### src/hdl/bpl_pkg.sv
// shared types, register indexes and widths for the balance point learner
`timescale 1ns / 1ps

package bpl_pkg;

    localparam int TIME_W   = 32;
    localparam int ANGLE_W  = 16;
    localparam int LIMIT_W  = 16;
    localparam int ALPHA_W  = 17;
    localparam int FINE_W   = 32;
    localparam int FRAC_W   = 16;
    localparam int CFG_IDX_W = 3;
    localparam int CFG_DAT_W = 32;

    localparam logic [ALPHA_W-1:0] ALPHA_ONE = ALPHA_W'(65536);

    // configuration register indexes
    typedef enum logic [CFG_IDX_W-1:0] {
        REG_SETTLE_MS      = 3'd0,
        REG_STABLE_MS      = 3'd1,
        REG_MIN_WRITE_MS   = 3'd2,
        REG_MAX_ANGLE_ERR  = 3'd3,
        REG_MAX_RATE       = 3'd4,
        REG_MAX_MOTOR_CMD  = 3'd5,
        REG_ALPHA          = 3'd6
    } bpl_reg_idx_t;

    // request kinds
    localparam logic CMD_UPDATE  = 1'b0;
    localparam logic CMD_RESTART = 1'b1;

    typedef struct packed {
        logic [TIME_W-1:0]  settle_ms;
        logic [TIME_W-1:0]  stable_ms;
        logic [TIME_W-1:0]  min_write_interval_ms;
        logic [LIMIT_W-1:0] max_angle_error;
        logic [LIMIT_W-1:0] max_rate;
        logic [LIMIT_W-1:0] max_motor_command;
        logic [ALPHA_W-1:0] smoothing_alpha;
    } bpl_cfg_t;

    typedef struct packed {
        logic                      cmd;
        logic [TIME_W-1:0]         now_ms;
        logic signed [ANGLE_W-1:0] tilt_angle;
        logic signed [ANGLE_W-1:0] tilt_rate;
        logic                      gyro_fresh;
        logic signed [ANGLE_W-1:0] active_point;
        logic signed [ANGLE_W-1:0] motor_command;
        logic signed [ANGLE_W-1:0] restart_point;
    } bpl_item_t;

    typedef struct packed {
        logic                      save_now;
        logic signed [ANGLE_W-1:0] learned_point;
    } bpl_result_t;

endpackage

### src/hdl/bpl_cfg_regs.sv
// configuration register file of the balance point learner
`timescale 1ns / 1ps

module bpl_cfg_regs
    import bpl_pkg::*;
(
    input  logic                 aclk,
    input  logic                 aresetn,
    input  logic                 cfg_valid,
    output logic                 cfg_ready,
    input  logic [CFG_IDX_W-1:0] cfg_index,
    input  logic [CFG_DAT_W-1:0] cfg_data,
    output bpl_cfg_t             cfg
);

    bpl_cfg_t cfg_reg;
    bpl_cfg_t cfg_next;

    assign cfg_ready = 1'b1;
    assign cfg = cfg_reg;

    // register decode, unknown indexes leave everything alone
    always_comb begin
        cfg_next = cfg_reg;
        if (cfg_valid) begin
            case (bpl_reg_idx_t'(cfg_index))
                REG_SETTLE_MS:     cfg_next.settle_ms = cfg_data[TIME_W-1:0];
                REG_STABLE_MS:     cfg_next.stable_ms = cfg_data[TIME_W-1:0];
                REG_MIN_WRITE_MS:  cfg_next.min_write_interval_ms = cfg_data[TIME_W-1:0];
                REG_MAX_ANGLE_ERR: cfg_next.max_angle_error = cfg_data[LIMIT_W-1:0];
                REG_MAX_RATE:      cfg_next.max_rate = cfg_data[LIMIT_W-1:0];
                REG_MAX_MOTOR_CMD: cfg_next.max_motor_command = cfg_data[LIMIT_W-1:0];
                REG_ALPHA:         cfg_next.smoothing_alpha = cfg_data[ALPHA_W-1:0];
                default:           cfg_next = cfg_reg;
            endcase
        end
    end

    always_ff @(posedge aclk) begin
        if (!aresetn) begin
            cfg_reg <= '0;
        end else begin
            cfg_reg <= cfg_next;
        end
    end

endmodule

### src/hdl/bpl_core.sv
// learning state and the combinational update of one request
`timescale 1ns / 1ps

module bpl_core
    import bpl_pkg::*;
(
    input  logic        aclk,
    input  logic        aresetn,
    input  bpl_cfg_t    cfg,
    input  logic        step,
    input  bpl_item_t   item,
    output bpl_result_t result
);

    localparam int DIFF_W = FINE_W + 1;
    localparam int PROD_W = DIFF_W + ALPHA_W + 1;

    logic signed [FINE_W-1:0] fine_reg, fine_next;
    logic [TIME_W-1:0]        restart_time_reg, restart_time_next;
    logic [TIME_W-1:0]        stable_start_reg, stable_start_next;
    logic [TIME_W-1:0]        last_save_reg, last_save_next;
    logic                     stable_started_reg, stable_started_next;
    logic                     saved_once_reg, saved_once_next;

    logic [TIME_W-1:0]         since_restart, since_stable, since_save;
    logic signed [ANGLE_W:0]   angle_err, rate_ext, motor_ext;
    logic [ANGLE_W:0]          angle_mag, rate_mag, motor_mag;
    logic                      stable;
    logic [ALPHA_W-1:0]        alpha_sat;
    logic signed [DIFF_W-1:0]  target, diff;
    logic signed [PROD_W-1:0]  prod, prod_rnd;
    logic signed [FINE_W-1:0]  fine_upd;
    logic signed [FINE_W:0]    learned_sum;

    // wrapped time differences
    assign since_restart = item.now_ms - restart_time_reg;
    assign since_stable  = item.now_ms - stable_start_reg;
    assign since_save    = item.now_ms - last_save_reg;

    // stability window
    assign angle_err = {item.tilt_angle[ANGLE_W-1], item.tilt_angle}
                     - {item.active_point[ANGLE_W-1], item.active_point};
    assign rate_ext  = {item.tilt_rate[ANGLE_W-1], item.tilt_rate};
    assign motor_ext = {item.motor_command[ANGLE_W-1], item.motor_command};
    assign angle_mag = angle_err[ANGLE_W] ? (ANGLE_W+1)'(0) - angle_err : angle_err;
    assign rate_mag  = rate_ext[ANGLE_W]  ? (ANGLE_W+1)'(0) - rate_ext  : rate_ext;
    assign motor_mag = motor_ext[ANGLE_W] ? (ANGLE_W+1)'(0) - motor_ext : motor_ext;
    assign stable = item.gyro_fresh
                 && (angle_mag <= {1'b0, cfg.max_angle_error})
                 && (rate_mag  <= {1'b0, cfg.max_rate})
                 && (motor_mag <= {1'b0, cfg.max_motor_command});

    // smoothing step: fine += floor((alpha * (target - fine) + half) / 2^16)
    assign alpha_sat = (cfg.smoothing_alpha > ALPHA_ONE) ? ALPHA_ONE : cfg.smoothing_alpha;
    assign target    = {item.active_point[ANGLE_W-1], item.active_point, {FRAC_W{1'b0}}};
    assign diff      = target - {fine_reg[FINE_W-1], fine_reg};
    assign prod      = $signed({1'b0, alpha_sat}) * diff;
    assign prod_rnd  = prod + PROD_W'(32768);
    assign fine_upd  = fine_reg + FINE_W'(prod_rnd >>> FRAC_W);

    // round the new point to whole units, half up
    assign learned_sum = {fine_upd[FINE_W-1], fine_upd} + (FINE_W+1)'(32768);

    always_comb begin
        fine_next           = fine_reg;
        restart_time_next   = restart_time_reg;
        stable_start_next   = stable_start_reg;
        last_save_next      = last_save_reg;
        stable_started_next = stable_started_reg;
        saved_once_next     = saved_once_reg;
        result              = '0;
        if (step) begin
            if (item.cmd == CMD_RESTART) begin
                fine_next           = {item.restart_point, {FRAC_W{1'b0}}};
                restart_time_next   = item.now_ms;
                stable_start_next   = '0;
                last_save_next      = '0;
                stable_started_next = 1'b0;
                saved_once_next     = 1'b0;
            end else if (since_restart < cfg.settle_ms || !stable) begin
                stable_started_next = 1'b0;
            end else if (!stable_started_reg) begin
                stable_start_next   = item.now_ms;
                stable_started_next = 1'b1;
            end else if (since_stable >= cfg.stable_ms
                         && !(saved_once_reg && since_save < cfg.min_write_interval_ms)) begin
                fine_next              = fine_upd;
                last_save_next         = item.now_ms;
                saved_once_next        = 1'b1;
                result.save_now        = 1'b1;
                result.learned_point   = learned_sum[FINE_W-1:FRAC_W];
            end
        end
    end

    always_ff @(posedge aclk) begin
        if (!aresetn) begin
            fine_reg           <= '0;
            restart_time_reg   <= '0;
            stable_start_reg   <= '0;
            last_save_reg      <= '0;
            stable_started_reg <= 1'b0;
            saved_once_reg     <= 1'b0;
        end else begin
            fine_reg           <= fine_next;
            restart_time_reg   <= restart_time_next;
            stable_start_reg   <= stable_start_next;
            last_save_reg      <= last_save_next;
            stable_started_reg <= stable_started_next;
            saved_once_reg     <= saved_once_next;
        end
    end

endmodule

### src/hdl/balance_point_learner.sv
// top level: request register, learning core and result register
`timescale 1ns / 1ps

// Balance point learner. Each request is taken into an input register, worked
// on by the learning core (stability checks, one 18 x 33 bit multiply for the
// smoothing step) and its result lands in an output register. One request is
// accepted every cycle while the result side is not stalled. The learning
// state is updated in the same cycle that a request is worked on, so the next
// request always sees it. Configuration writes are accepted in every cycle and
// take effect from the next one; write them only while no request is pending.

module balance_point_learner
    import bpl_pkg::*;
(
    input  logic                       aclk,
    input  logic                       aresetn,
    // configuration
    input  logic                       cfg_valid,
    output logic                       cfg_ready,
    input  logic [CFG_IDX_W-1:0]       cfg_index,
    input  logic [CFG_DAT_W-1:0]       cfg_data,
    // requests
    input  logic                       s_valid,
    output logic                       s_ready,
    input  logic                       s_cmd,
    input  logic [TIME_W-1:0]          s_now_ms,
    input  logic signed [ANGLE_W-1:0]  s_tilt_angle,
    input  logic signed [ANGLE_W-1:0]  s_tilt_rate,
    input  logic                       s_gyro_fresh,
    input  logic signed [ANGLE_W-1:0]  s_active_point,
    input  logic signed [ANGLE_W-1:0]  s_motor_command,
    input  logic signed [ANGLE_W-1:0]  s_restart_point,
    // results
    output logic                       m_valid,
    input  logic                       m_ready,
    output logic                       m_save_now,
    output logic signed [ANGLE_W-1:0]  m_learned_point
);

    bpl_cfg_t    cfg;
    bpl_item_t   item_reg;
    logic        item_vld_reg;
    bpl_result_t core_res;
    bpl_result_t res_reg;
    logic        res_vld_reg;
    logic        advance;

    bpl_cfg_regs u_cfg (
        .aclk      (aclk),
        .aresetn   (aresetn),
        .cfg_valid (cfg_valid),
        .cfg_ready (cfg_ready),
        .cfg_index (cfg_index),
        .cfg_data  (cfg_data),
        .cfg       (cfg)
    );

    // request moves on when the result register is free or being emptied
    assign advance = item_vld_reg && (!res_vld_reg || m_ready);
    assign s_ready = !item_vld_reg || advance;

    bpl_core u_core (
        .aclk    (aclk),
        .aresetn (aresetn),
        .cfg     (cfg),
        .step    (advance),
        .item    (item_reg),
        .result  (core_res)
    );

    // input register
    always_ff @(posedge aclk) begin
        if (!aresetn) begin
            item_vld_reg <= 1'b0;
        end else if (s_ready) begin
            item_vld_reg <= s_valid;
        end
    end

    always_ff @(posedge aclk) begin
        if (s_ready && s_valid) begin
            item_reg.cmd           <= s_cmd;
            item_reg.now_ms        <= s_now_ms;
            item_reg.tilt_angle    <= s_tilt_angle;
            item_reg.tilt_rate     <= s_tilt_rate;
            item_reg.gyro_fresh    <= s_gyro_fresh;
            item_reg.active_point  <= s_active_point;
            item_reg.motor_command <= s_motor_command;
            item_reg.restart_point <= s_restart_point;
        end
    end

    // result register
    always_ff @(posedge aclk) begin
        if (!aresetn) begin
            res_vld_reg <= 1'b0;
        end else if (advance) begin
            res_vld_reg <= 1'b1;
        end else if (m_ready) begin
            res_vld_reg <= 1'b0;
        end
    end

    always_ff @(posedge aclk) begin
        if (advance) begin
            res_reg <= core_res;
        end
    end

    assign m_valid         = res_vld_reg;
    assign m_save_now      = res_reg.save_now;
    assign m_learned_point = res_reg.learned_point;

endmodule

### config.mk
export PLATFORM = sky130hd
export DESIGN_NAME = balance_point_learner
export DESIGN_NICKNAME = d
export VERILOG_FILES = /design/src/hdl/bpl_pkg.sv /design/src/hdl/bpl_cfg_regs.sv /design/src/hdl/bpl_core.sv /design/src/hdl/balance_point_learner.sv
export SDC_FILE = /design/constraint.sdc
export NUM_CORES = 2
export LEC_CHECK = 0
export BUFFER_PORTS_ARGS = -buffer_cell sky130_fd_sc_hd__buf_4
export CORE_MARGIN = 1
export CORE_UTILIZATION = 60
export DETAILED_ROUTE_END_ITERATION = 10
export GPL_TIMING_DRIVEN = 0
export PLACE_DENSITY = 0.78
export SLEW_MARGIN = 15
export SYNTH_ARGS = -nofsm -noshare
export SYNTH_HDL_FRONTEND = slang
export SYNTH_SLANG_ARGS = --single-unit
### constraint.sdc
create_clock -name aclk -period 13.3 [get_ports aclk]
set_input_delay 1.995 -clock aclk [delete_from_list [all_inputs] [get_ports aclk]]
set_output_delay 1.995 -clock aclk [all_outputs]
set_load 0.005 [all_outputs]
==> reports/metrics.json <==
{
  "critical_path": {
    "rr_worst_depth": 46,
    "cp_data_required_time_ps": 13600,
    "startpoint": "u_core.fine_reg[0]",
    "timing_worst_setup_path_type": "reg2reg",
    "cpPeakStageDelay_ps": 580,
    "worstReg2RegEnd": "m_learned_point[15]",
    "regToRegSetupSlack_ps": 640,
    "critical_path.max_fanout": 10,
    "cp_data_arrival_time_ps": 12950,
    "crit_path_start_kind": "register",
    "crit_slowest_cell": "sky130_fd_sc_hd__fa_1",
    "cpMostUsedCell": "sky130_fd_sc_hd__fa_1",
    "regToRegStartpoint": "u_core.fine_reg[0]",
    "setup.worst_path.end": "m_learned_point[15]",
    "endpoint_kind": "register"
  },
  "logic_synthesis": {
    "synth_seq_cells": 424,
    "synthesis.nets": 6471,
    "ys_top_cells_by_area": "sky130_fd_sc_hd__fa_1 23%, sky130_fd_sc_hd__dfxtp_1 13%, sky130_fd_sc_hd__ha_1 12%",
    "synth_edf_count": 131,
    "yosysTopAreaCell": "sky130_fd_sc_hd__fa_1",
    "yosys_most_used_dff": "sky130_fd_sc_hd__dfxtp_1",
    "synthesized_area_fraction_occupied_by_adder_cells": 0.353,
    "netlist_area_mm2": 0.0453,
    "synth_top_cell_area_share": 0.230,
    "synth_cell_type_count": 99,
    "synthesis.instances": 5350,
    "post_synth_and_or_nand_nor_area_fraction": 0.162,
    "synthXorXnorAreaFrac": 0.0514,
    "sequential_fraction_of_the_synthesis_area": 0.216,
    "synth-compound-area-share": 0.124,
    "synthArstFlopShare": 0,
    "synthesis.area_per_instance_um2": 8.47,
    "warnings_from_yosys": 0,
    "synth_top_family_by_area": "adder cells",
    "synth.area.mux_share": 0.000883
  },
  "cts": {
    "total_clock_buffers_created_by_cts": 42,
    "cts_max_path_buffers": 3,
    "cts_tree": "yes",
    "clk_transition_reported_paths_ps": 70,
    "cts_hold_buf": 0,
    "cts-htree-levels": 2,
    "clock_latency_ps": 570,
    "clock_sinks": 424,
    "clock_tree.root_cell": "sky130_fd_sc_hd__clkbuf_16"
  },
  "final_layout": {
    "drive_above_1_share": 0.0604,
    "area_delta_synth_final_pct": 8.98,
    "final_nets": 6686,
    "most_common_cell_after_layout_fill_and_taps_aside": "sky130_fd_sc_hd__inv_1",
    "utilization": 0.662,
    "commonest_cells_after_routing_fill_and_taps_aside": "926 x sky130_fd_sc_hd__inv_1, 759 x sky130_fd_sc_hd__nand2_1, 520 x sky130_fd_sc_hd__fa_1, 513 x sky130_fd_sc_hd__nor2_1, 447 x sky130_fd_sc_hd__ha_1",
    "finalInstanceArea_mm2": 0.0494,
    "largest_register_ffs": 161
  },
  "run": {
    "max_cap_violations": 0
  },
  "timing": {
    "setup_violations": 0,
    "final.setup.tns_ps": 0,
    "final_max_slew_viol_count": 0,
    "final_hold_viol_count": 0,
    "transition_at_the_pin_with_the_smallest_max_transition_slack_ps": 1280,
    "setup_repair_after_global_routing_missed_its_margin": "false",
    "max-slew-margin-rel": 0.140,
    "max_freq_mhz": 79.0,
    "fin_hold_ws_ps": 454,
    "final.min_clock_period_ps": 12660,
    "ratio_of_final_minimum_period_to_clock_period": 0.952,
    "setup_skew_after_layout_ps": 23.3
  },
  "power": {
    "p_leak_uw": 0.0216,
    "maximum_vdd_ir_drop_mv": 0.109,
    "power.density_cell_area_mw_per_mm2": 76.3,
    "report.power.total_uw": 3770
  },
  "detailed_routing": {
    "routed_wl_um": 128000,
    "post_drt_via_cell_ratio": 5.77,
    "route.detailed.wl_per_inst_um": 19.5,
    "drt_pass1_iterations": 5,
    "via_count": 37877,
    "post-route-drc-count": 0,
    "initialDrtViolationCount": 3287,
    "antenna_violating_nets_post_route": 0
  },
  "global_routing": {
    "grt.overflow.total": 0,
    "grtUsageTotal": 0.337,
    "antenna_found_initial": 1,
    "grt_max_degree": 63,
    "first_global_vias": 37924,
    "grt_first_pass_wirelength_um": 202000
  },
  "placement": {
    "dp.final_hpwl_um": 105000,
    "globalplace.congestion": 1.04,
    "port-buffer-count": 172,
    "place_area_mm2": 0.0479
  },
  "floorplanning": {
    "core.rowCount": 100,
    "chipHeight_um": 277,
    "ports_placed_on_the_boundary": 174,
    "core-area_mm2": 0.0746,
    "fp.dieArea_mm2": 0.0767,
    "initial_core_utilization": 0.608,
    "die_w_um": 277
  },
  "min_path": {
    "hold_path_class": "reg2reg",
    "number_of_cells_on_the_worst_hold_path": 2
  },
  "run_status": {
    "run_status": "finished, final reports clean"
  }
}
==> critical path, delay by kind of cell, from the launching register on <==
kind	cells	cell delay (ps)
xor+xnor	4	1040
buf+inv	8	1130
fa+ha+maj	9	4130
compound gates	17	3970
simple gates	8	1750
flops	1	350
==> metrics by stage <==
| stage | cells | setup WS (ps) |
|---|---|---|
| floorplan | 5350 | 2680 |
| global placement | 6491 | 759 |
| detailed placement | 6493 | 643 |
| CTS | 6569 | 584 |
| global route | 6567 | 29.6 |
| finish | 6567 | 644 |
==> layer usage <==
metal | global-route usage | part of all wire | up-vias
met2 | 0.551 | 0.46 | 1673
li1 | - | - | 17607
met3 | 0.0594 | 0.090 | 372
met4 | 0.173 | 0.058 | 0
met1 | 0.429 | 0.39 | 18225
met5 | 0 | 0 | -
==> worst min path at each step <==
stage	start	to	slack (ps)
after floorplan	u_cfg.cfg[129]	u_cfg.cfg[129]	430
after global placement	u_cfg.cfg[43]	u_cfg.cfg[43]	440
after detailed placement	u_core.restart_time_reg[3]	u_core.restart_time_reg[3]	450
after CTS	u_cfg.cfg[90]	u_cfg.cfg[90]	460
after global routing	u_cfg.cfg[22]	u_cfg.cfg[22]	470
final	u_core.restart_time_reg[16]	u_core.restart_time_reg[16]	450
==> cells in the mapped netlist (all sizes together), types with 5 or more instances <==
master	number
nor4	14
nand2	760
nand4	27
a31oi	15
a22oi	47
nor3	42
nand3b	6
xor2	75
and3	29
or2	16
a2111oi	10
xnor2	187
clkbuf	155
and2	32
o41ai	10
edfxtp	131
a21o	100
and4	9
ha	447
nand3	121
nand2b	40
a221oi	7
o31ai	17
o21ai	128
o21bai	22
nor2b	38
a211o	5
dfxtp	293
a21oi	395
nor2	513
buf	29
o21a	41
fa	520
a21boi	10
or4	9
inv	927
or3	13
a211oi	35
nor3b	10
==> final cells by class <==
type	instances	area, um2
clock buffers	51	1140
fillers	6123	25200
flip-flops and latches	424	9800
diodes	1	2.50
multi-input cells	3814	31400
repair buffers	174	1340
clock inverters	25	277
plain buffers	181	734
inverters	928	3480
well taps	969	1210
==> power by group <==
group / total, uW / leakage (uW) / switching, uW / internal (uW)
clock: 1250 / 0.000689 / 538 / 710
combinational: 1100 / 0.0172 / 680 / 423
sequential: 1420 / 0.00365 / 40.5 / 1370
==> logic make-up after synthesis <==
group,Yosys count
other,1
buffers and inverters,1112
flip-flops,424
adder cells (fa/ha/maj),967
multiplexers,4
XOR/XNOR,263
AND/OR/NAND/NOR,1691
AO/OA/AOI/OAI,888
==> what timing repair did <==
| action | 4_1_cts | 5_1_grt |
|---|---|---|
| resized for setup | 0 | 20 |
| buffers inserted | 0 | 0 |
| endpoints found under the setup margin | 0 | 2 |
Power figures use the tool's default switching activity.
